**src/magma_pkg.sv**
```systemverilog
// Shared types, constants and round functions for the Magma block cipher.
// No dependencies; every other file of the block imports this package.
`default_nettype none

package magma_pkg;

	localparam int unsigned NUM_ROUNDS = 32;
	localparam int unsigned KEY_WORDS = 8;
	localparam int unsigned HALF_W = 32;
	localparam int unsigned BLOCK_W = 64;
	localparam int unsigned ROT_AMT = 11;
	localparam int unsigned ADDR_W = 5;
	localparam int unsigned KIDX_W = 3;

	typedef logic [HALF_W-1:0] half_t;
	typedef half_t [KEY_WORDS-1:0] key_arr_t;

	// One block in flight: x feeds the next round, y is updated by it.
	typedef struct packed {
		logic op;
		half_t x;
		half_t y;
	} mg_blk_t;

	localparam logic OP_ENCRYPT = 1'b0;
	localparam logic OP_DECRYPT = 1'b1;

	typedef logic [3:0] nib_t;
	typedef nib_t [15:0] sbox_row_t;
	typedef sbox_row_t [7:0] sbox_t;

	// S-box i (row i) serves nibble i, counted from the least significant end.
	// Both types are packed, so rows and entries are listed from the highest
	// index down.
	localparam sbox_t SBOX = '{
		'{4'd2, 4'd11, 4'd12, 4'd9, 4'd6, 4'd10, 4'd15, 4'd4,
		  4'd3, 4'd8, 4'd5, 4'd0, 4'd13, 4'd14, 4'd7, 4'd1},
		'{4'd7, 4'd3, 4'd10, 4'd13, 4'd0, 4'd11, 4'd4, 4'd15,
		  4'd12, 4'd1, 4'd9, 4'd6, 4'd5, 4'd2, 4'd14, 4'd8},
		'{4'd0, 4'd14, 4'd3, 4'd4, 4'd1, 4'd8, 4'd7, 4'd11,
		  4'd10, 4'd12, 4'd2, 4'd9, 4'd6, 4'd15, 4'd13, 4'd5},
		'{4'd12, 4'd2, 4'd4, 4'd11, 4'd14, 4'd3, 4'd9, 4'd0,
		  4'd13, 4'd6, 4'd1, 4'd8, 4'd10, 4'd5, 4'd15, 4'd7},
		'{4'd11, 4'd9, 4'd14, 4'd3, 4'd5, 4'd10, 4'd0, 4'd7,
		  4'd6, 4'd15, 4'd4, 4'd13, 4'd1, 4'd2, 4'd8, 4'd12},
		'{4'd0, 4'd6, 4'd9, 4'd12, 4'd4, 4'd7, 4'd1, 4'd14,
		  4'd13, 4'd10, 4'd15, 4'd2, 4'd8, 4'd5, 4'd3, 4'd11},
		'{4'd15, 4'd0, 4'd13, 4'd11, 4'd7, 4'd4, 4'd14, 4'd1,
		  4'd12, 4'd5, 4'd10, 4'd9, 4'd3, 4'd2, 4'd8, 4'd6},
		'{4'd1, 4'd15, 4'd3, 4'd0, 4'd7, 4'd13, 4'd8, 4'd14,
		  4'd9, 4'd11, 4'd5, 4'd10, 4'd2, 4'd6, 4'd4, 4'd12}
	};

	// Nibble substitution followed by the left rotation.
	function automatic half_t round_f(input half_t v);
		half_t s;
		s = '0;
		for (int i = 0; i < 8; i++) begin
			s[4*i +: 4] = SBOX[i][v[4*i +: 4]];
		end
		return (s << ROT_AMT) | (s >> (HALF_W - ROT_AMT));
	endfunction

	// Key word used in round r: forward order for the first rounds,
	// reverse order afterwards.
	function automatic logic [KIDX_W-1:0] key_idx(input int unsigned r, input logic dec);
		int unsigned fwd;
		logic [KIDX_W-1:0] low;
		fwd = (dec == OP_DECRYPT) ? 8 : 24;
		low = KIDX_W'(r % KEY_WORDS);
		return (r < fwd) ? low : (KIDX_W'(KEY_WORDS - 1) - low);
	endfunction

endpackage

`default_nettype wire

```
**src/magma_cfg.sv**
```systemverilog
// APB-style register file holding the eight 32-bit key words.
// Depends on magma_pkg.
`default_nettype none

module magma_cfg
	import magma_pkg::*;
(
	input  wire logic              clk,
	input  wire logic              arst_n,
	input  wire logic              psel,
	input  wire logic              penable,
	input  wire logic              pwrite,
	input  wire logic [ADDR_W-1:0] paddr,
	input  wire logic [HALF_W-1:0] pwdata,
	output logic      [HALF_W-1:0] prdata,
	output logic                   pready,
	output key_arr_t               key
);

	key_arr_t key_q;
	logic [KIDX_W-1:0] widx;
	logic wr_en;

	// Word addressing: byte address 4*i selects key word i.
	assign widx = paddr[ADDR_W-1:2];
	assign wr_en = psel && penable && pwrite;
	assign pready = 1'b1;

	// Key registers are written in the access phase.
	always_ff @(posedge clk or negedge arst_n) begin
		if (!arst_n) begin
			key_q <= '0;
		end else if (wr_en) begin
			key_q[widx] <= pwdata;
		end
	end

	assign prdata = key_q[widx];
	assign key = key_q;

endmodule

`default_nettype wire

```
**config.mk**
```make
export PLATFORM = sky130hd
export DESIGN_NAME = magma_cfg
export DESIGN_NICKNAME = d
export VERILOG_FILES = /design/src/magma_pkg.sv /design/src/magma_cfg.sv
export SDC_FILE = /design/constraint.sdc
export NUM_CORES = 1
export LEC_CHECK = 0
export BUFFER_PORTS_ARGS = -buffer_cell sky130_fd_sc_hd__buf_2
export CAP_MARGIN = 10
export CORE_ASPECT_RATIO = 0.6
export CORE_UTILIZATION = 50
export DETAILED_ROUTE_END_ITERATION = 6
export PLACE_DENSITY = 0.77
export SLEW_MARGIN = 40
export SYNTH_ARGS = -nofsm -noshare
export SYNTH_HDL_FRONTEND = slang
export SYNTH_SLANG_ARGS = --single-unit
```
**constraint.sdc**
```tcl
create_clock -name clk -period 1.6 [get_ports clk]
set_input_delay 0.08 -clock clk [delete_from_list [all_inputs] [get_ports clk]]
set_output_delay 0.08 -clock clk [all_outputs]
set_load 0.02 [all_outputs]
```
==> metrics.md, run 1 <==
| Metric | Value |
|---|---|
| Outcome | `finished with violations` |
| Violated checks | `setup timing` |
| DRT iter0 DRCs | `394` |
| Hpwl dp | `21.68 mm` |
| Multi-input gate area in the final layout | `4974 um2` |
| Hold Vio Cnt, Final | `0` |
| Area of the die | `23,830 um2` |
| Post-synth EDFFs | `0` |
| Switching power | `7250 uW` |
| Final period util | `118.3%` |
| Cell area after synthesis | `11,600 um2` |
| Final Routed Wirelength | `34.46 mm` |
| Final Max Slew Viols | `0` |
| Clock root cell | `clkbuf_16` |
| Pint | `14,500 uW` |
| Largest delay share family, worst path | `multiplexers` |
| Crit path time final | `1.893 ns` |
| Core Box Area | `22,390 um2` |
| Synthesis Warnings | `0` |
| Vias | `8,564` |
| Fraction of layout cells with a size suffix above 1 | `73.00%` |
| PwrDens | `1338 nW/um2` |
| DR vias/cell | `5.623` |
| Post-Place Cells | `1,314` |
| Sequential cell area fraction in the yosys report | `55.23%` |
| Core Rows | `42` |
| IO Count | `331` |
| Number of diodes | `0` |
| Crit-path cells | `mux4_2 > mux2_2 > buf_6` |
| Sequential cell area | `6406 um2` |
| Slew at the pin with the worst max-slew slack | `0.5253 ns` |
| Largest net degree at the start of global routing | `60` |
| P_leak | `0.008176 uW` |
| Initial Util | `51.82%` |
| DP Worst Slack | `-0.05142 ns` |
| Gr usage total | `29.39%` |
| Number of port buffers | `327` |
| Antenna violations before repair | `0` |
| Nature of the critical path endpoint | `output pin` |
| Netlist cell types | `28` |
| CP required | `1.52 ns` |
| Max-slew headroom | `64.98%` |
| Die Ht | `120.0 um` |
| Avg Inst Size Synth | `17.16 um2` |
| Worst-path clk slew | `0.07 ns` |
| Clock Sinks | `256` |
| # setup viols final | `32` |
| Final WS setup | `-0.2926 ns` |
| TritonCTS Buffers | `23` |
| Worst Clk Skew | `0 ns` |
| GPL Wtd Cong | `0.7914` |
| Cells after synthesis | `676` |
| Residual DRC | `0` |
| Main synth FF type | `dfrtp_1` |
| Layout fillers | `1,450` |
| First-pass GRT wire length | `52.63 mm` |
| Crit path kind | `reg2out` |
| Crit-path slowest cell | `mux4_2` |
| Clock group share of total power | `23.8%` |
| Nature of the critical path startpoint | `flop` |
| Slowest Stage Delay on Critical Path | `0.50 ns` |
| Path type of the worst min-delay path | `in2async` |
| Maxcap violations | `0` |
| Vias in the first global route | `8,864` |
| Unrepaired setup endpoints after global routing | `yes` |
| Flop pwr share | `39.8%` |
| Critical path fanouts, max | `2` |
| RR Endpoint | `key[78]` |
| FFs w/ async S/R, synth | `100.0%` |
| DR WL/cell | `22.63 um` |
| Reg-to-Reg Start | `key[78]` |
| Global route total overflow | `0` |
| R2R cell count | `3` |
| Worst path bufs/invs | `1` |
| Final Non-Filler Cells | `1,523` |
| Clk_lat worst skew | `0.50 ns` |
| Switch share | `33.33%` |
| Final nets | `1,243` |
| Antenna-violating nets left | `0` |
| Worst R2R Setup Slack | `0.55 ns` |
| CTS tree | `yes` |
| Die width | `198.6 um` |
| Net count after synthesis | `718` |
| VDD IR max | `0.8225 mV` |
| Crit path arrival time | `1.81 ns` |
| Layout area overhead | `40.10%` |
| CTS max path bufs | `3` |
| First-pass DRT Iterations | `5` |
| #FFs+latches synth | `256` |
| H-Tree Level Count | `1` |
| Max reg flops | `256` |
| Fmax achieved | `528.4 MHz` |
| Comb pwr share | `36.5%` |
-- cell families (layout without fill, tap and decap cells) --
family / count (synthesis) / count (layout) / share of synthesized area (%)
AO/OA/AOI/OAI: 4 / 4 / 0.2697
multiplexers: 351 / 351 / 40.07
other: 1 / 1 / 0.03233
buffers and inverters: 46 / 585 / 2.912
AND/OR/NAND/NOR: 18 / 18 / 1.489
flip-flops: 256 / 256 / 55.23
-- power by group through the flow --
stage	sequential, uW	combinational [uW]	clock [uW]
after floorplan	10200	2340	0
after global placement	8860	6090	0
after detailed placement	8890	6190	0
after CTS	8610	7640	5260
after global routing	8790	8370	5540
final	8650	7930	5170
-- routing by layer --
metal	up-vias	part of all wire, %	global-route usage, %
met2	378	46	45.50
met3	51	8.7	7.279
met1	4542	43	42.13
li1	3593	-	-
met5	-	0	0
met4	0	1.9	6.490
-- Yosys cell counts (2+ instances only) --
library cell	number	area share, %
buf_2	15	0.65
buf_4	11	0.71
buf_6	14	1.4
clkbuf_1	4	0.13
dfrtp_1	256	55
mux2_1	14	1.4
mux2_2	273	27
mux2i_1	2	0.17
mux4_2	62	12
nand2_1	2	0.065
nand2b_1	2	0.11
nor3_2	3	0.26
nor3_4	3	0.42
-- cell usage in the layout, fill, tap and decap left out, types with 4 or more instances in the layout --
cell and instances:
dlygate4sd3_1 33, buf_2 292, buf_4 169, dfrtp_1 256, clkbuf_16 23, mux2_1 14
nor3_4 6, buf_6 31, mux4_2 62, mux2_2 252, mux2_4 21, clkbuf_8 4
clkbuf_1 10, buf_12 19
-- layout make-up --
| cell class | count | area share [%] |
|---|---|---|
| inverters | 1 | 0.02310 |
| clock buffers | 37 | 4.111 |
| repair buffers | 545 | 23.41 |
| clock inverters | 2 | 0.06159 |
| well taps | 308 | 2.371 |
| multi-input cells | 374 | 30.60 |
| flip-flops and latches | 256 | 39.42 |
-- repair_timing --
item | CTS | global route
endpoints found under the setup margin | 32 | 32
hold buffers | 33 | 0
hold endpoints to repair | 512 | 0
pin swaps | 1 | 0
buffers inserted | 107 | 30
gates resized for setup | 80 | 6
-- per-stage QoR --
stage / setup TNS (ns) / total power (uW) / instance area [um2] / util, % / hold slack (ns)
detailed placement: -0.8246 / 15070 / 13920 / 62.20 / 0.06535
global route: -9.685 / 22700 / 16250 / 72.60 / 0.1478
finish: -8.249 / 21750 / 16250 / 72.60 / 0.1122
floorplan: 0 / 12550 / 11600 / - / -0.2156
CTS: -8.605 / 21510 / 16000 / 71.49 / 0.1390
global placement: -0.4285 / 14950 / 13920 / 62.20 / 0.06562
-- worst max-delay path by stage --
stage | from | endpoint | slack [ns] | cells past startpoint
global route | key[252] | prdata[28] | -0.34 | 3
finish | key[98] | prdata[2] | -0.29 | 3
detailed placement | paddr[3] | key[189] | -0.05 | 6
CTS | key[98] | prdata[2] | -0.31 | 3
global placement | paddr[3] | key[189] | -0.03 | 6
floorplan | paddr[2] | prdata[6] | 0.19 | 5
(Power assumes the default switching activity.)
==> run 2: changes to the inputs <==
--- a/config.mk
+++ b/config.mk
@@ -10,7 +10,7 @@
 export CORE_ASPECT_RATIO = 0.6
 export CORE_UTILIZATION = 50
 export DETAILED_ROUTE_END_ITERATION = 6
-export PLACE_DENSITY = 0.77
+export PLACE_DENSITY_LB_ADDON = 0.1
 export SLEW_MARGIN = 40
 export SYNTH_ARGS = -nofsm -noshare
 export SYNTH_HDL_FRONTEND = slang
==> metrics.md, run 2 (synthesis results as in run 1) <==
| Metric | Value |
|---|---|
| Residual DRC | `0` |
| Die Ht | `120.0 um` |
| Largest net degree at the start of global routing | `52` |
| Area of the die | `23,830 um2` |
| Antenna violations before repair | `0` |
| # setup viols final | `31` |
| Crit-path cells | `mux4_2 > mux2_2 > buf_6` |
| Clock root cell | `clkbuf_16` |
| Layout area overhead | `41.45%` |
| Crit path time final | `1.892 ns` |
| Final Max Slew Viols | `0` |
| Gr usage total | `29.71%` |
| WHS | `0.06715 ns` |
| Crit-path slowest cell | `mux4_2` |
| Fmax achieved | `528.5 MHz` |
| CP required | `1.52 ns` |
| PwrDens | `1360 nW/um2` |
| Comb pwr share | `36.2%` |
| Critical path fanouts, max | `2` |
| Worst-path clk slew | `0.06 ns` |
| Maxcap violations | `0` |
| Global route total overflow | `0` |
| VDD IR max | `0.7616 mV` |
| Fraction of layout cells with a size suffix above 1 | `73.58%` |
| Vias | `8,577` |
| Violated checks | `setup timing` |
| Layout fillers | `1,520` |
| Final Routed Wirelength | `34.91 mm` |
| DRT iter0 DRCs | `391` |
| Core Box Area | `22,390 um2` |
| Final period util | `118.3%` |
| Pwr Total | `22,320 uW` |
| Commonest cells after routing, fill and taps aside | `buf_2, dfrtp_1, mux2_2, buf_4, mux4_2` |
| Clock Sinks | `256` |
| Core Rows | `42` |
| Most common cell after layout, fill and taps aside | `buf_2` |
| Unrepaired setup endpoints after global routing | `yes` |
| Multi-input gate area in the final layout | `4976 um2` |
| Worst Clk Skew | `0 ns` |
| Hold Vio Cnt, Final | `0` |
| Flop pwr share | `38.8%` |
| Pint | `14,960 uW` |
| CTS max path bufs | `3` |
| Crit path kind | `reg2out` |
| Clk_lat worst skew | `0.51 ns` |
| Slowest Stage Delay on Critical Path | `0.49 ns` |
| Crit path arrival time | `1.81 ns` |
| Nature of the critical path startpoint | `flop` |
| Worst R2R Setup Slack | `0.55 ns` |
| Switch share | `32.97%` |
| Worst path bufs/invs | `1` |
| Switching power | `7358 uW` |
| Final core area utilization | `73.30%` |
| Outcome | `finished with violations` |
| Initial Util | `51.82%` |
| Final nets | `1,260` |
| Number of diodes | `0` |
| Max reg flops | `256` |
| IO Count | `331` |
| Hpwl dp | `21.88 mm` |
| Largest delay share family, worst path | `multiplexers` |
| Path type of the worst min-delay path | `in2async` |
| P_leak | `0.008295 uW` |
| First-pass DRT Iterations | `4` |
| Sequential cell area | `6406 um2` |
| Antenna-violating nets left | `0` |
| Die width | `198.6 um` |
| DR WL/cell | `22.64 um` |
| DR vias/cell | `5.562` |
| TritonCTS Buffers | `24` |
| Clock group share of total power | `25.0%` |
| Number of port buffers | `327` |
| Nature of the critical path endpoint | `output pin` |
| GPL Wtd Cong | `0.8013` |
| CTS tree | `yes` |
| Vias in the first global route | `8,725` |
| Final WS setup | `-0.2920 ns` |
| First-pass GRT wire length | `52.67 mm` |
| H-Tree Level Count | `1` |
==> run 2: stage by stage <==
stage                     std cells  worst slack [ns]  cell area, um2  TNS, ns
after CTS                      1522           -0.3055           16230   -8.769
after floorplan                 676            0.1946           11600        0
after global placement         1312           0.01268           13860        0
after detailed placement       1312          -0.01779           13860  -0.1245
after global routing           1542           -0.3394           16410   -9.695
final                          1542           -0.2920           16410   -8.271
==> run 2: power groups by stage <==
stage                     clock, uW  sequential (uW)  combinational [uW]
final                          5580             8660                8080
after global routing           5910             8800                8510
after CTS                      5670             8610                7870
after detailed placement          0             8920                6160
after global placement            0             8900                6070
after floorplan                   0            10200                2340
==> run 2: metal layers <==
| layer | share of wire, % | vias to the layer above | GRT usage [%] | wire length [um] |
|---|---|---|---|---|
| met5 | 0 | - | 0 | 0 |
| met4 | 1.6 | 0 | 5.769 | 572 |
| met3 | 6.6 | 37 | 6.296 | 2299 |
| met2 | 46 | 339 | 45.78 | 15950 |
| met1 | 46 | 4559 | 43.80 | 16080 |
| li1 | - | 3642 | - | - |
==> run 2: worst paths after layout <==
kind,startpoint,to,cells after the start
max,key[122],prdata[26],3
min,arst_n,key[186],2
max reg2reg,key[122],key[122],3
min reg2reg,key[119],key[119],1
max in group asynchronous,arst_n,key[42],3
min in group clk,paddr[3],key[13],4
==> run 2: what timing repair did <==
action,CTS,global route
endpoints found under the setup margin,32,32
endpoints found under the hold margin,512,0
resized for setup,82,6
hold buffers,33,0
buffers inserted,135,20
==> run 2: worst register-to-register path, cell delays in order (launching register included) <==
cell     delay (ns)
dfrtp_1        0.39
buf_4          0.14
buf_4          0.13
mux2_1         0.27
==> run 2: layout make-up <==
cell class	instances	area share [%]
flip-flops and latches	256	39.04
clock buffers	40	4.583
clock inverters	2	0.06100
repair buffers	561	23.62
multi-input cells	374	30.33
well taps	308	2.349
inverters	1	0.02288
