[src/magma_pkg.sv]
// Shared types, constants and round functions for the Magma block cipher.
// No dependencies; every other file of the block imports this package.
`default_nettype none

package magma_pkg;

	localparam int unsigned NUM_ROUNDS = 32;
	localparam int unsigned KEY_WORDS = 8;
	localparam int unsigned HALF_W = 32;
	localparam int unsigned BLOCK_W = 64;
	localparam int unsigned ROT_AMT = 11;
	localparam int unsigned ADDR_W = 5;
	localparam int unsigned KIDX_W = 3;

	typedef logic [HALF_W-1:0] half_t;
	typedef half_t [KEY_WORDS-1:0] key_arr_t;

	// One block in flight: x feeds the next round, y is updated by it.
	typedef struct packed {
		logic op;
		half_t x;
		half_t y;
	} mg_blk_t;

	localparam logic OP_ENCRYPT = 1'b0;
	localparam logic OP_DECRYPT = 1'b1;

	typedef logic [3:0] nib_t;
	typedef nib_t [15:0] sbox_row_t;
	typedef sbox_row_t [7:0] sbox_t;

	// S-box i (row i) serves nibble i, counted from the least significant end.
	// Both types are packed, so rows and entries are listed from the highest
	// index down.
	localparam sbox_t SBOX = '{
		'{4'd2, 4'd11, 4'd12, 4'd9, 4'd6, 4'd10, 4'd15, 4'd4,
		  4'd3, 4'd8, 4'd5, 4'd0, 4'd13, 4'd14, 4'd7, 4'd1},
		'{4'd7, 4'd3, 4'd10, 4'd13, 4'd0, 4'd11, 4'd4, 4'd15,
		  4'd12, 4'd1, 4'd9, 4'd6, 4'd5, 4'd2, 4'd14, 4'd8},
		'{4'd0, 4'd14, 4'd3, 4'd4, 4'd1, 4'd8, 4'd7, 4'd11,
		  4'd10, 4'd12, 4'd2, 4'd9, 4'd6, 4'd15, 4'd13, 4'd5},
		'{4'd12, 4'd2, 4'd4, 4'd11, 4'd14, 4'd3, 4'd9, 4'd0,
		  4'd13, 4'd6, 4'd1, 4'd8, 4'd10, 4'd5, 4'd15, 4'd7},
		'{4'd11, 4'd9, 4'd14, 4'd3, 4'd5, 4'd10, 4'd0, 4'd7,
		  4'd6, 4'd15, 4'd4, 4'd13, 4'd1, 4'd2, 4'd8, 4'd12},
		'{4'd0, 4'd6, 4'd9, 4'd12, 4'd4, 4'd7, 4'd1, 4'd14,
		  4'd13, 4'd10, 4'd15, 4'd2, 4'd8, 4'd5, 4'd3, 4'd11},
		'{4'd15, 4'd0, 4'd13, 4'd11, 4'd7, 4'd4, 4'd14, 4'd1,
		  4'd12, 4'd5, 4'd10, 4'd9, 4'd3, 4'd2, 4'd8, 4'd6},
		'{4'd1, 4'd15, 4'd3, 4'd0, 4'd7, 4'd13, 4'd8, 4'd14,
		  4'd9, 4'd11, 4'd5, 4'd10, 4'd2, 4'd6, 4'd4, 4'd12}
	};

	// Nibble substitution followed by the left rotation.
	function automatic half_t round_f(input half_t v);
		half_t s;
		s = '0;
		for (int i = 0; i < 8; i++) begin
			s[4*i +: 4] = SBOX[i][v[4*i +: 4]];
		end
		return (s << ROT_AMT) | (s >> (HALF_W - ROT_AMT));
	endfunction

	// Key word used in round r: forward order for the first rounds,
	// reverse order afterwards.
	function automatic logic [KIDX_W-1:0] key_idx(input int unsigned r, input logic dec);
		int unsigned fwd;
		logic [KIDX_W-1:0] low;
		fwd = (dec == OP_DECRYPT) ? 8 : 24;
		low = KIDX_W'(r % KEY_WORDS);
		return (r < fwd) ? low : (KIDX_W'(KEY_WORDS - 1) - low);
	endfunction

endpackage

`default_nettype wire

[src/magma_round.sv]
// One Feistel round of the cipher with its pipeline register.
// Depends on magma_pkg.
`default_nettype none

module magma_round
	import magma_pkg::*;
(
	input  wire logic    clk,
	input  wire logic    arst_n,
	input  wire logic    en,
	input  wire logic    valid_in,
	input  mg_blk_t      blk_in,
	input  wire half_t   key_enc,
	input  wire half_t   key_dec,
	output logic         valid_out,
	output mg_blk_t      blk_out
);

	logic valid_s1;
	mg_blk_t blk_s1;
	half_t k;
	mg_blk_t nxt;

	// Pick the key word for the direction of this block, then run the round
	// and swap the halves.
	always_comb begin
		k = (blk_in.op == OP_DECRYPT) ? key_dec : key_enc;
		nxt.op = blk_in.op;
		nxt.x = blk_in.y ^ round_f(blk_in.x + k);
		nxt.y = blk_in.x;
	end

	// Stage valid bit.
	always_ff @(posedge clk or negedge arst_n) begin
		if (!arst_n) begin
			valid_s1 <= 1'b0;
		end else if (en) begin
			valid_s1 <= valid_in;
		end
	end

	// Stage payload.
	always_ff @(posedge clk) begin
		if (en) begin
			blk_s1 <= nxt;
		end
	end

	assign valid_out = valid_s1;
	assign blk_out = blk_s1;

endmodule

`default_nettype wire

[config.mk]
export PLATFORM = sky130hd
export DESIGN_NAME = magma_round
export DESIGN_NICKNAME = d
export VERILOG_FILES = /design/src/magma_pkg.sv /design/src/magma_round.sv
export SDC_FILE = /design/constraint.sdc
export NUM_CORES = 1
export LEC_CHECK = 0
export BUFFER_PORTS_ARGS = -buffer_cell sky130_fd_sc_hd__clkbuf_2
export CAP_MARGIN = 40
export CELL_PAD_IN_SITES_DETAIL_PLACEMENT = 0
export CELL_PAD_IN_SITES_GLOBAL_PLACEMENT = 1
export CORE_UTILIZATION = 36
export CTS_CLUSTER_SIZE = 20
export DETAILED_ROUTE_END_ITERATION = 10
export MAX_ROUTING_LAYER = met4
export PLACE_DENSITY = 0.76
export RECOVER_POWER = 50
export SLEW_MARGIN = 10
export SYNTH_ARGS = -nofsm -noshare
export SYNTH_HDL_FRONTEND = slang
export SYNTH_SLANG_ARGS = --single-unit
[constraint.sdc]
create_clock -name clk -period 0.8 [get_ports clk]
set_input_delay 0.08 -clock clk [delete_from_list [all_inputs] [get_ports clk]]
set_output_delay 0.08 -clock clk [all_outputs]
set_load 0.03 [all_outputs]
==> impl_metrics.toml, run 1 <==
[logic_synthesis]
synth-seq-cells = 66
synthCells = 580
synthesis.area_per_instance_um2 = 10.8
synth_edf_count = 65
synthFlopType = "edfxtp_1"
ys_types = 85
ys.warnings.count = 0
synthArstFlopShare_pct = 1.52
ys_seq_area_share_pct = 31.6
syn_nets = 781
synth_area_um2 = 6250

[sta]
setup_viol = 98
rsz0062_at_grt = "yes"
clock_skew_ns = 0
relSlewSlack_pct = 68.0
whs_ns = 0.0251
report.final.hold_viol_count = 0
fin_crit_ns = 3.31
fmax_mhz = 302
post-route-period-util_pct = 414
drv_slew = 0
tightest_slew_ns = 0.480
setup_ws_ns = -2.51

[cells_and_area]
final_cell_mix = "buf_4, clkbuf_2, edfxtp_1"
n_antenna_cell = 0
finalCoreUtilization_pct = 68.6
final_cells = 1235
drive_above_1_share_pct = 62.4
final_nets = 1211
layout_commonest_cell = "buf_4"
area_growth_pct = 83.8
final_area_um2 = 11500
fill_cells = 1206

[setup_path]
r2r_start = "valid_out"
cp.arrival_ns = 3.41
critPathMaxFanout = 4
crit_required_ns = 0.90
end_kind = "register"
crit_start = "blk_in[64]"
start_kind = "primary input"
critical_path_class = "primary input to register"

[drt]
first_iter_violations = 283
dr_total_vias = 6285
dr.pass1.iters = 6
drt_wl_total_um = 20800
wl_per_cell_um = 16.8
avgViaCountPerCell = 5.09
drc_errors = 0
ant_nets = 0

[power]
power.leakage_nw = 5.03
powerDensity_nw_per_um2 = 2190
peakVddDrop_mv = 1.62

[place]
hpwl_um = 14600
place_worst_setup_slack_ns = -3.00
place_inst = 1152
portBuffers = 198
place_area_um2 = 8940
gp_congestion = 0.908

[floorplanning]
die-area_um2 = 17900
die_w_um = 134
die_h_um = 134
core_um2 = 16800
ios = 199
rows = 47
start_util_pct = 37.3

[min_path]
hold_path_class = "primary input to asynchronous set/reset pin"

[clock_tree]
path_clk_slew_ns = 0.06
numCtsBuffers = 9
tritoncts = "done"
root_buffer = "clkbuf_16"
htreeDepth = 3
max-clock-path-buffers = 2
insertion_delay_ns = 0.35
clock-sinks = 66

[grt]
grt_pass1_vias = 6506
grt_use_total_pct = 23.1
grt_start_max_net_pins = 32
grt.overflow.total = 0
grt_pass1_wl_um = 31400
antenna_found_initial = 0

[run]
cap_violations = 0

[outcome]
violations = "negative setup slack"
status = "finished, violations left"
[where the power goes]
group	switching [W]	total (W)	internal [W]	leakage, nW
clock	0.00157	0.00364	0.00207	0.126
sequential	0.000323	0.00520	0.00487	0.647
combinational	0.00789	0.0164	0.00848	4.26
[routing by layer]
| metal | vias up | wire [µm] | track usage [%] |
|---|---|---|---|
| li1 | 3060 | - | - |
| met1 | 3000 | 8330 | 25.3 |
| met2 | 192 | 11100 | 42.2 |
| met3 | 33 | 833 | 3.40 |
| met4 | 0 | 523 | 8.59 |
| met5 | - | 0 | - |
[logic make-up (layout without fill, tap and decap cells)]
family / Yosys count / in the layout / synth area share [%]
mux: 65 / 65 / 12.5
fa+ha+maj: 68 / 68 / 13.7
simple gates: 118 / 118 / 10.1
xor+xnor: 57 / 57 / 8.53
compound gates: 154 / 154 / 19.6
flops: 66 / 66 / 31.6
buf+inv: 52 / 487 / 3.96
[metrics by stage]
stage | setup TNS [ns] | power (W)
after floorplan | -75.93 | 0.0127
after global placement | -81.41 | 0.0165
after detailed placement | -84.14 | 0.0170
after CTS | -79.25 | 0.0234
after global routing | -84.34 | 0.0265
final | -79.51 | 0.0252
[area by class of cell]
cell class / instances / area (µm²) / share of cell area (%)
Sequential cell: 66 / 1980 / 17.2
Clock inverter: 6 / 33.8 / 0.294
Tap cell: 220 / 275 / 2.39
Multi-Input combinational cell: 462 / 5210 / 45.3
Clock buffer: 10 / 229 / 1.99
Timing Repair Buffer: 435 / 3630 / 31.6
Inverter: 36 / 135 / 1.18
[critical path, stage by stage]
cell       delay, ns
clkbuf_16       0.14
buf_6           0.12
mux2_4          0.30
ha_4            0.16
inv_2           0.05
fa_2            0.22
nor2b_2         0.05
o31a_1          0.28
o2111a_1        0.29
or3_4           0.35
o22a_1          0.24
xor2_2          0.21
buf_4           0.16
ha_4            0.14
mux4_2          0.45
xor2_1          0.15
[sequential cells by signal (all words and copies together), names as in the netlist]
register and flops:
blk_out 65, valid_out 1
[what timing repair did]
| item | 4_1_cts | 5_1_grt |
|---|---|---|
| gates resized for setup | 237 | 128 |
| hold buffers | 27 | 0 |
| endpoints found under the setup margin | 98 | 98 |
| endpoints found under the hold margin | 27 | 0 |
| pin swaps | 58 | 65 |
| setup buffers | 28 | 17 |
| gates cloned | 1 | 0 |
[cell usage after synthesis, drive strengths merged, types with 5 or more instances]
master   n  area, µm²
a211o    5       45.0
nor2    31        116
o21ai   24        139
xnor2   30        289
a211oi  14        123
ha      67        838
nand2b   5       31.3
nand2   28        118
mux2i   23        230
a21o    19        143
xor2    27        244
a31oi    6       52.6
mux2    35        394
clkbuf   8       40.0
edfxtp  65       1950
o211ai   8       60.1
nor3    10       61.3
nand3   10       50.1
buf      8       72.6
a21oi   36        199
and3     5       35.0
mux4     7        158
inv     36        135
[path summary, 6_finish.rpt]
kind | end | slack [ns] | depth (start not counted)
setup / recovery | blk_out[61] | -2.51 | 16
hold reg to reg | valid_out | 0.54 | 1
hold / removal | valid_out | 0.03 | 2
max in group asynchronous | valid_out | 0.66 | 2
setup reg to reg | valid_out | 0.02 | 1
min in group clk | blk_out[43] | 0.03 | 2
Power figures use the tool's default switching activity.
==> run 2, diff against run 1 <==
Settings changed: BUFFER_PORTS_ARGS -buffer_cell sky130_fd_sc_hd__clkbuf_2 to unset, CORE_UTILIZATION 36 to 45, DONT_BUFFER_PORTS set to 1.
==> run 2 against run 1 <==
The run ends with negative hold slack, negative setup slack left; sequential power rose by 28%; hold slack got worse by 0.18 ns; non-clock buffer count shrank 173; global-route usage is 2.5 points higher; largest power group unchanged; sequential share of layout area is 2.6 points higher; setup slack better by 0.23 ns; wire length is 9.7% lower; core utilization rose by 5.8 points; clock skew unchanged; critical endpoint unchanged.
==> impl_metrics.toml, run 2 (synthesized netlist as in run 1, its figures left out) <==
[grt]
grt_pass1_wl_um = 28100
grtUsageMet2_pct = 46.0
grt_start_max_net_pins = 67
grt_use_met1_pct = 27.4
grt_pass1_vias = 5912
grt_use_total_pct = 25.7
grt.overflow.total = 0
antenna_found_initial = 1
met3_usage_pct = 4.56
busiest_layer = "met2"

[min_path]
hold_path_end = "blk_out[23]"
worstHoldStart = "en"
holdPathStages = 0
hold_path_class = "primary input to register"

[place]
gp_congestion = 0.903
place_worst_setup_slack_ns = -2.68
place_area_um2 = 7750
hpwl_um = 12700
portBuffers = 0

[drt]
drt_wl_total_um = 18800
wl_per_cell_um = 18.4
dr_total_vias = 5624
dr.pass1.iters = 5
ant_nets = 0
first_iter_violations = 211
drc_errors = 0
avgViaCountPerCell = 5.52

[sta]
fin_crit_ns = 3.08
tightest_slew_ns = 0.490
drv_slew = 0
setup_ws_ns = -2.28
relSlewSlack_pct = 67.0
setup_viol = 98
rsz0062_at_grt = "yes"
post-route-period-util_pct = 385
whs_ns = -0.154
fmax_mhz = 325
report.final.hold_viol_count = 66
clock_skew_ns = 0

[clock_tree]
htreeDepth = 3
insertion_delay_ns = 0.34
tritoncts = "done"
clock-sinks = 66
path_clk_slew_ns = 0.06
root_buffer = "clkbuf_16"
numCtsBuffers = 9
max-clock-path-buffers = 2

[floorplanning]
start_util_pct = 46.7
core_um2 = 13400
rows = 42
die_h_um = 120
die_w_um = 120
ios = 199
die-area_um2 = 14400

[setup_path]
slowest_stage = "mux4_2"
r2r_cells = 1
cp.arrival_ns = 3.17
r2r_start = "valid_out"
end_kind = "register"
crit_required_ns = 0.89
start_kind = "primary input"
r2r-end = "valid_out"
critical_path_class = "primary input to register"
r2r_setup_slack_ns = 0.03
slowest_delay_ns = 0.45
critPathMaxFanout = 33
worstPathCellList = "mux2_4, ha_4, inv_2, fa_2, nor2b_4, o31a_1, o2111a_2, or3_4, o22a_1, xor2_2, ha_2, inv_2, mux4_2, xor2_1"
timing.critical_path.mode_cell = "inv_2"

[power]
powerDensity_nw_per_um2 = 2300
p_int_w = 0.0139
p_sw_w = 0.00907
power_frac_comb_pct = 53.9
power.leakage_nw = 4.05
swShare_pct = 39.5
pwr-share-seq_pct = 29.1
p_clk_share_pct = 17.1
peakVddDrop_mv = 1.11

[cells_and_area]
fill_cells = 890
area_growth_pct = 59.5
layout_commonest_cell = "buf_4"
drive_above_1_share_pct = 48.9
final_area_um2 = 9970
seqCellArea_um2 = 1980
largest_reg_flops = 65
finalCoreUtilization_pct = 74.4
final_nets = 1038
final_cell_mix = "buf_4, dlygate4sd3_1, edfxtp_1"
multi_input_area_um2 = 5090

[outcome]
status = "finished, violations left"
violations = "negative hold slack, negative setup slack"

[run]
cap_violations = 0
[run 2: cell types whose count changed in the layout (fill, tap and decap cells not counted), sizes merged]
| cell | previous run | this run |
|---|---|---|
| diode | 0 | 1 |
| dlygate4sd3 | 27 | 68 |
| clkbuf | 197 | 9 |
| clkinv | 4 | 3 |
| buf | 221 | 194 |
| bufinv | 0 | 1 |
[run 2: per-layer routing]
metal  up-vias  part of all wire [%]
li1       2708                     -
met1      2715                    40
met2       165                    54
met3        36                   3.6
met4         0                   2.4
met5         -                     0
[run 2: cell type report]
cell class,instances,area share [%]
diodes,1,0.0251
clock inverters,6,0.590
multi-input cells,462,51.1
well taps,176,2.21
flip-flops and latches,66,19.8
clock buffers,9,2.26
inverters,36,1.36
repair buffers,262,22.6
[run 2: worst max-delay path by stage]
stage | from | slack (ns) | endpoint
6_report | blk_in[64] | -2.28 | blk_out[61]
5_1_grt | blk_in[64] | -2.36 | blk_out[61]
4_1_cts | blk_in[64] | -2.24 | blk_out[61]
3_5_place_dp | blk_in[64] | -2.68 | blk_out[34]
3_3_place_gp | blk_in[64] | -2.63 | blk_out[37]
2_1_floorplan | blk_in[64] | -2.84 | blk_out[61]
[run 2: through the flow]
stage / setup TNS [ns] / power, W / instances / hold slack, ns
floorplan: -75.93 / 0.0127 / 580 / -0.216
global placement: -70.70 / 0.0154 / 898 / -0.216
detailed placement: -72.47 / 0.0158 / 898 / -0.216
CTS: -68.25 / 0.0213 / 995 / -0.178
global route: -72.62 / 0.0241 / 1018 / -0.166
finish: -69.14 / 0.0230 / 1018 / -0.154
[run 2: power by group through the flow]
stage / Combinational, W / Clock (W) / Sequential, W
global route: 0.0133 / 0.00406 / 0.00675
finish: 0.0124 / 0.00392 / 0.00668
detailed placement: 0.00903 / 0 / 0.00676
global placement: 0.00863 / 0 / 0.00673
floorplan: 0.00609 / 0 / 0.00665
CTS: 0.0106 / 0.00394 / 0.00669
[run 2: what timing repair did]
item                                   4_1_cts  5_1_grt
setup buffers                               16       21
pin swaps                                   53       58
hold buffers                                66        2
gates resized for setup                     88       93
endpoints found under the hold margin      132       68
setup endpoints to repair                   98       98
[run 2: worst max-delay path: cells and delay by family]
| kind | cells | cell delay [ns] |
|---|---|---|
| buf+inv | 2 | 0.09 |
| compound gates | 3 | 0.82 |
| simple gates | 2 | 0.38 |
| fa+ha+maj | 3 | 0.62 |
| mux | 2 | 0.74 |
| xor+xnor | 2 | 0.43 |
==> run 3, diff against run 2 <==
Settings changed: CORE_ASPECT_RATIO set to 0.8.
==> run 3 against run 2 <==
The flow still finishes with violations (negative hold slack, negative setup slack); via count up 0.98%; core utilization shrank 0.30 points; sequential share of layout area is 0.14 points lower; critical path depth is the same; clock power is 3% higher; largest power group unchanged; register-to-register slack got worse by 0.14 ns; wire length is 4.2% higher.
==> impl_metrics.toml, run 3 (synthesized netlist as in run 1, its figures left out) <==
[outcome]
status = "finished, violations left"
violations = "negative hold slack, negative setup slack"

[sta]
clock_skew_ns = 0
post-route-period-util_pct = 385
final.setup.tns_ns = -71.16
report.final.hold_viol_count = 67
whs_ns = -0.146
fin_crit_ns = 3.08
drv_slew = 0
setup_ws_ns = -2.28
tightest_slew_ns = 0.550
fmax_mhz = 324
setup_viol = 99
relSlewSlack_pct = 63.0
rsz0062_at_grt = "yes"

[grt]
antenna_found_initial = 2
grt_pass1_wl_um = 28300
grt_use_total_pct = 26.0
grt_start_max_net_pins = 67
grt.overflow.total = 0
grt_pass1_vias = 5662

[clock_tree]
tritoncts = "done"
max-clock-path-buffers = 2
holdBufCountCts = 67
path_clk_slew_ns = 0.05
numCtsBuffers = 9
insertion_delay_ns = 0.34
htreeDepth = 3
clock-sinks = 66
root_buffer = "clkbuf_16"

[drt]
ant_nets = 0
avgViaCountPerCell = 5.56
wl_per_cell_um = 19.1
first_iter_violations = 237
drt_wl_total_um = 19600
dr_total_vias = 5679
dr.pass1.iters = 4
drc_errors = 0

[power]
power_frac_comb_pct = 53.9
power.leakage_nw = 4.09
p_int_w = 0.0140
swShare_pct = 39.6
powerDensity_nw_per_um2 = 2310
peakVddDrop_mv = 1.69
p_clk_share_pct = 17.4
p_sw_w = 0.00919
pwr-share-seq_pct = 28.7

[floorplanning]
core_um2 = 13600
start_util_pct = 46.1
die_w_um = 134
die-area_um2 = 14400
rows = 38
die_h_um = 107
ios = 199

[setup_path]
crit_start = "blk_in[64]"
critical_path_class = "primary input to register"
r2r_cells = 2
end_kind = "register"
r2r-end = "valid_out"
cp.arrival_ns = 3.17
crit_required_ns = 0.89
critPathMaxFanout = 33
r2r_setup_slack_ns = -0.11
start_kind = "primary input"
r2r_start = "valid_out"

[place]
hpwl_um = 12800
place_inst = 906
gp_congestion = 0.868
portBuffers = 0

[cells_and_area]
final_nets = 1036
final_cells = 1022
largest_reg_flops = 65
final_cell_mix = "buf_4, dlygate4sd3_1, edfxtp_1"
layout_commonest_cell = "buf_4"
drive_above_1_share_pct = 50.2
area_growth_pct = 60.6

[min_path]
hold_path_end = "blk_out[35]"
hold_path_class = "primary input to register"
holdPathStages = 0
worstHoldStart = "en"

[run]
cap_violations = 0
-- run 3: area by class of cell --
| type | count | area, µm² |
|---|---|---|
| Multi-Input combinational cell | 462 | 5160 |
| Fill cell | 913 | 3510 |
| Timing Repair Buffer | 260 | 2240 |
| Sequential cell | 66 | 1980 |
| Clock buffer | 13 | 250 |
| Tap cell | 180 | 225 |
| Inverter | 36 | 138 |
| Clock inverter | 3 | 40.0 |
| Antenna cell | 2 | 5.00 |
-- run 3: what timing repair did --
action                                  CTS  global route
endpoints found under the hold margin   132            67
gates resized for setup                  91           114
pin swaps                                48            63
gates cloned                              0             0
endpoints found under the setup margin   98            99
buffers inserted                         13            22
-- run 3: through the flow --
| stage | instance area, µm² | hold WS (ns) | setup slack (ns) | utilization (%) | power [W] |
|---|---|---|---|---|---|
| after floorplan | 6520 | -0.216 | -2.84 | - | 0.0127 |
| after global placement | 7800 | -0.216 | -2.66 | 57.6 | 0.0154 |
| after detailed placement | 7800 | -0.216 | -2.67 | 57.6 | 0.0158 |
| after CTS | 9320 | -0.161 | -2.20 | 68.8 | 0.0212 |
| after global routing | 10000 | -0.161 | -2.40 | 74.1 | 0.0244 |
| final | 10000 | -0.146 | -2.28 | 74.1 | 0.0232 |
-- run 3: critical path, stage by stage --
cell,delay [ns]
mux2_4,0.29
ha_4,0.16
inv_2,0.06
fa_2,0.22
nor2b_2,0.05
o31a_1,0.33
o2111a_2,0.30
or3_4,0.33
o22a_1,0.25
xor2_2,0.23
ha_2,0.22
inv_2,0.04
mux4_2,0.45
xor2_1,0.16
-- run 3: power groups by stage --
stage | combinational, W | clock, W | sequential, W
after detailed placement | 0.00906 | 0 | 0.00672
after floorplan | 0.00609 | 0 | 0.00665
after CTS | 0.0104 | 0.00407 | 0.00666
after global routing | 0.0134 | 0.00420 | 0.00673
final | 0.0125 | 0.00404 | 0.00666
after global placement | 0.00872 | 0 | 0.00671
-- run 3: metal layers --
metal | vias up | wire (µm) | GRT usage (%)
met3 | 27 | 909 | 5.23
met1 | 2765 | 8420 | 31.7
met5 | - | 0 | -
li1 | 2710 | - | -
met4 | 0 | 314 | 6.41
met2 | 177 | 9920 | 44.0
-- run 3: how the worst max path moves through the flow --
stage                     slack [ns]  cells after the start           to
after global placement         -2.66                     14  blk_out[36]
final                          -2.28                     14  blk_out[61]
after CTS                      -2.20                     14  blk_out[61]
after global routing           -2.40                     18  blk_out[34]
after detailed placement       -2.67                     15  blk_out[36]
after floorplan                -2.84                     16  blk_out[61]
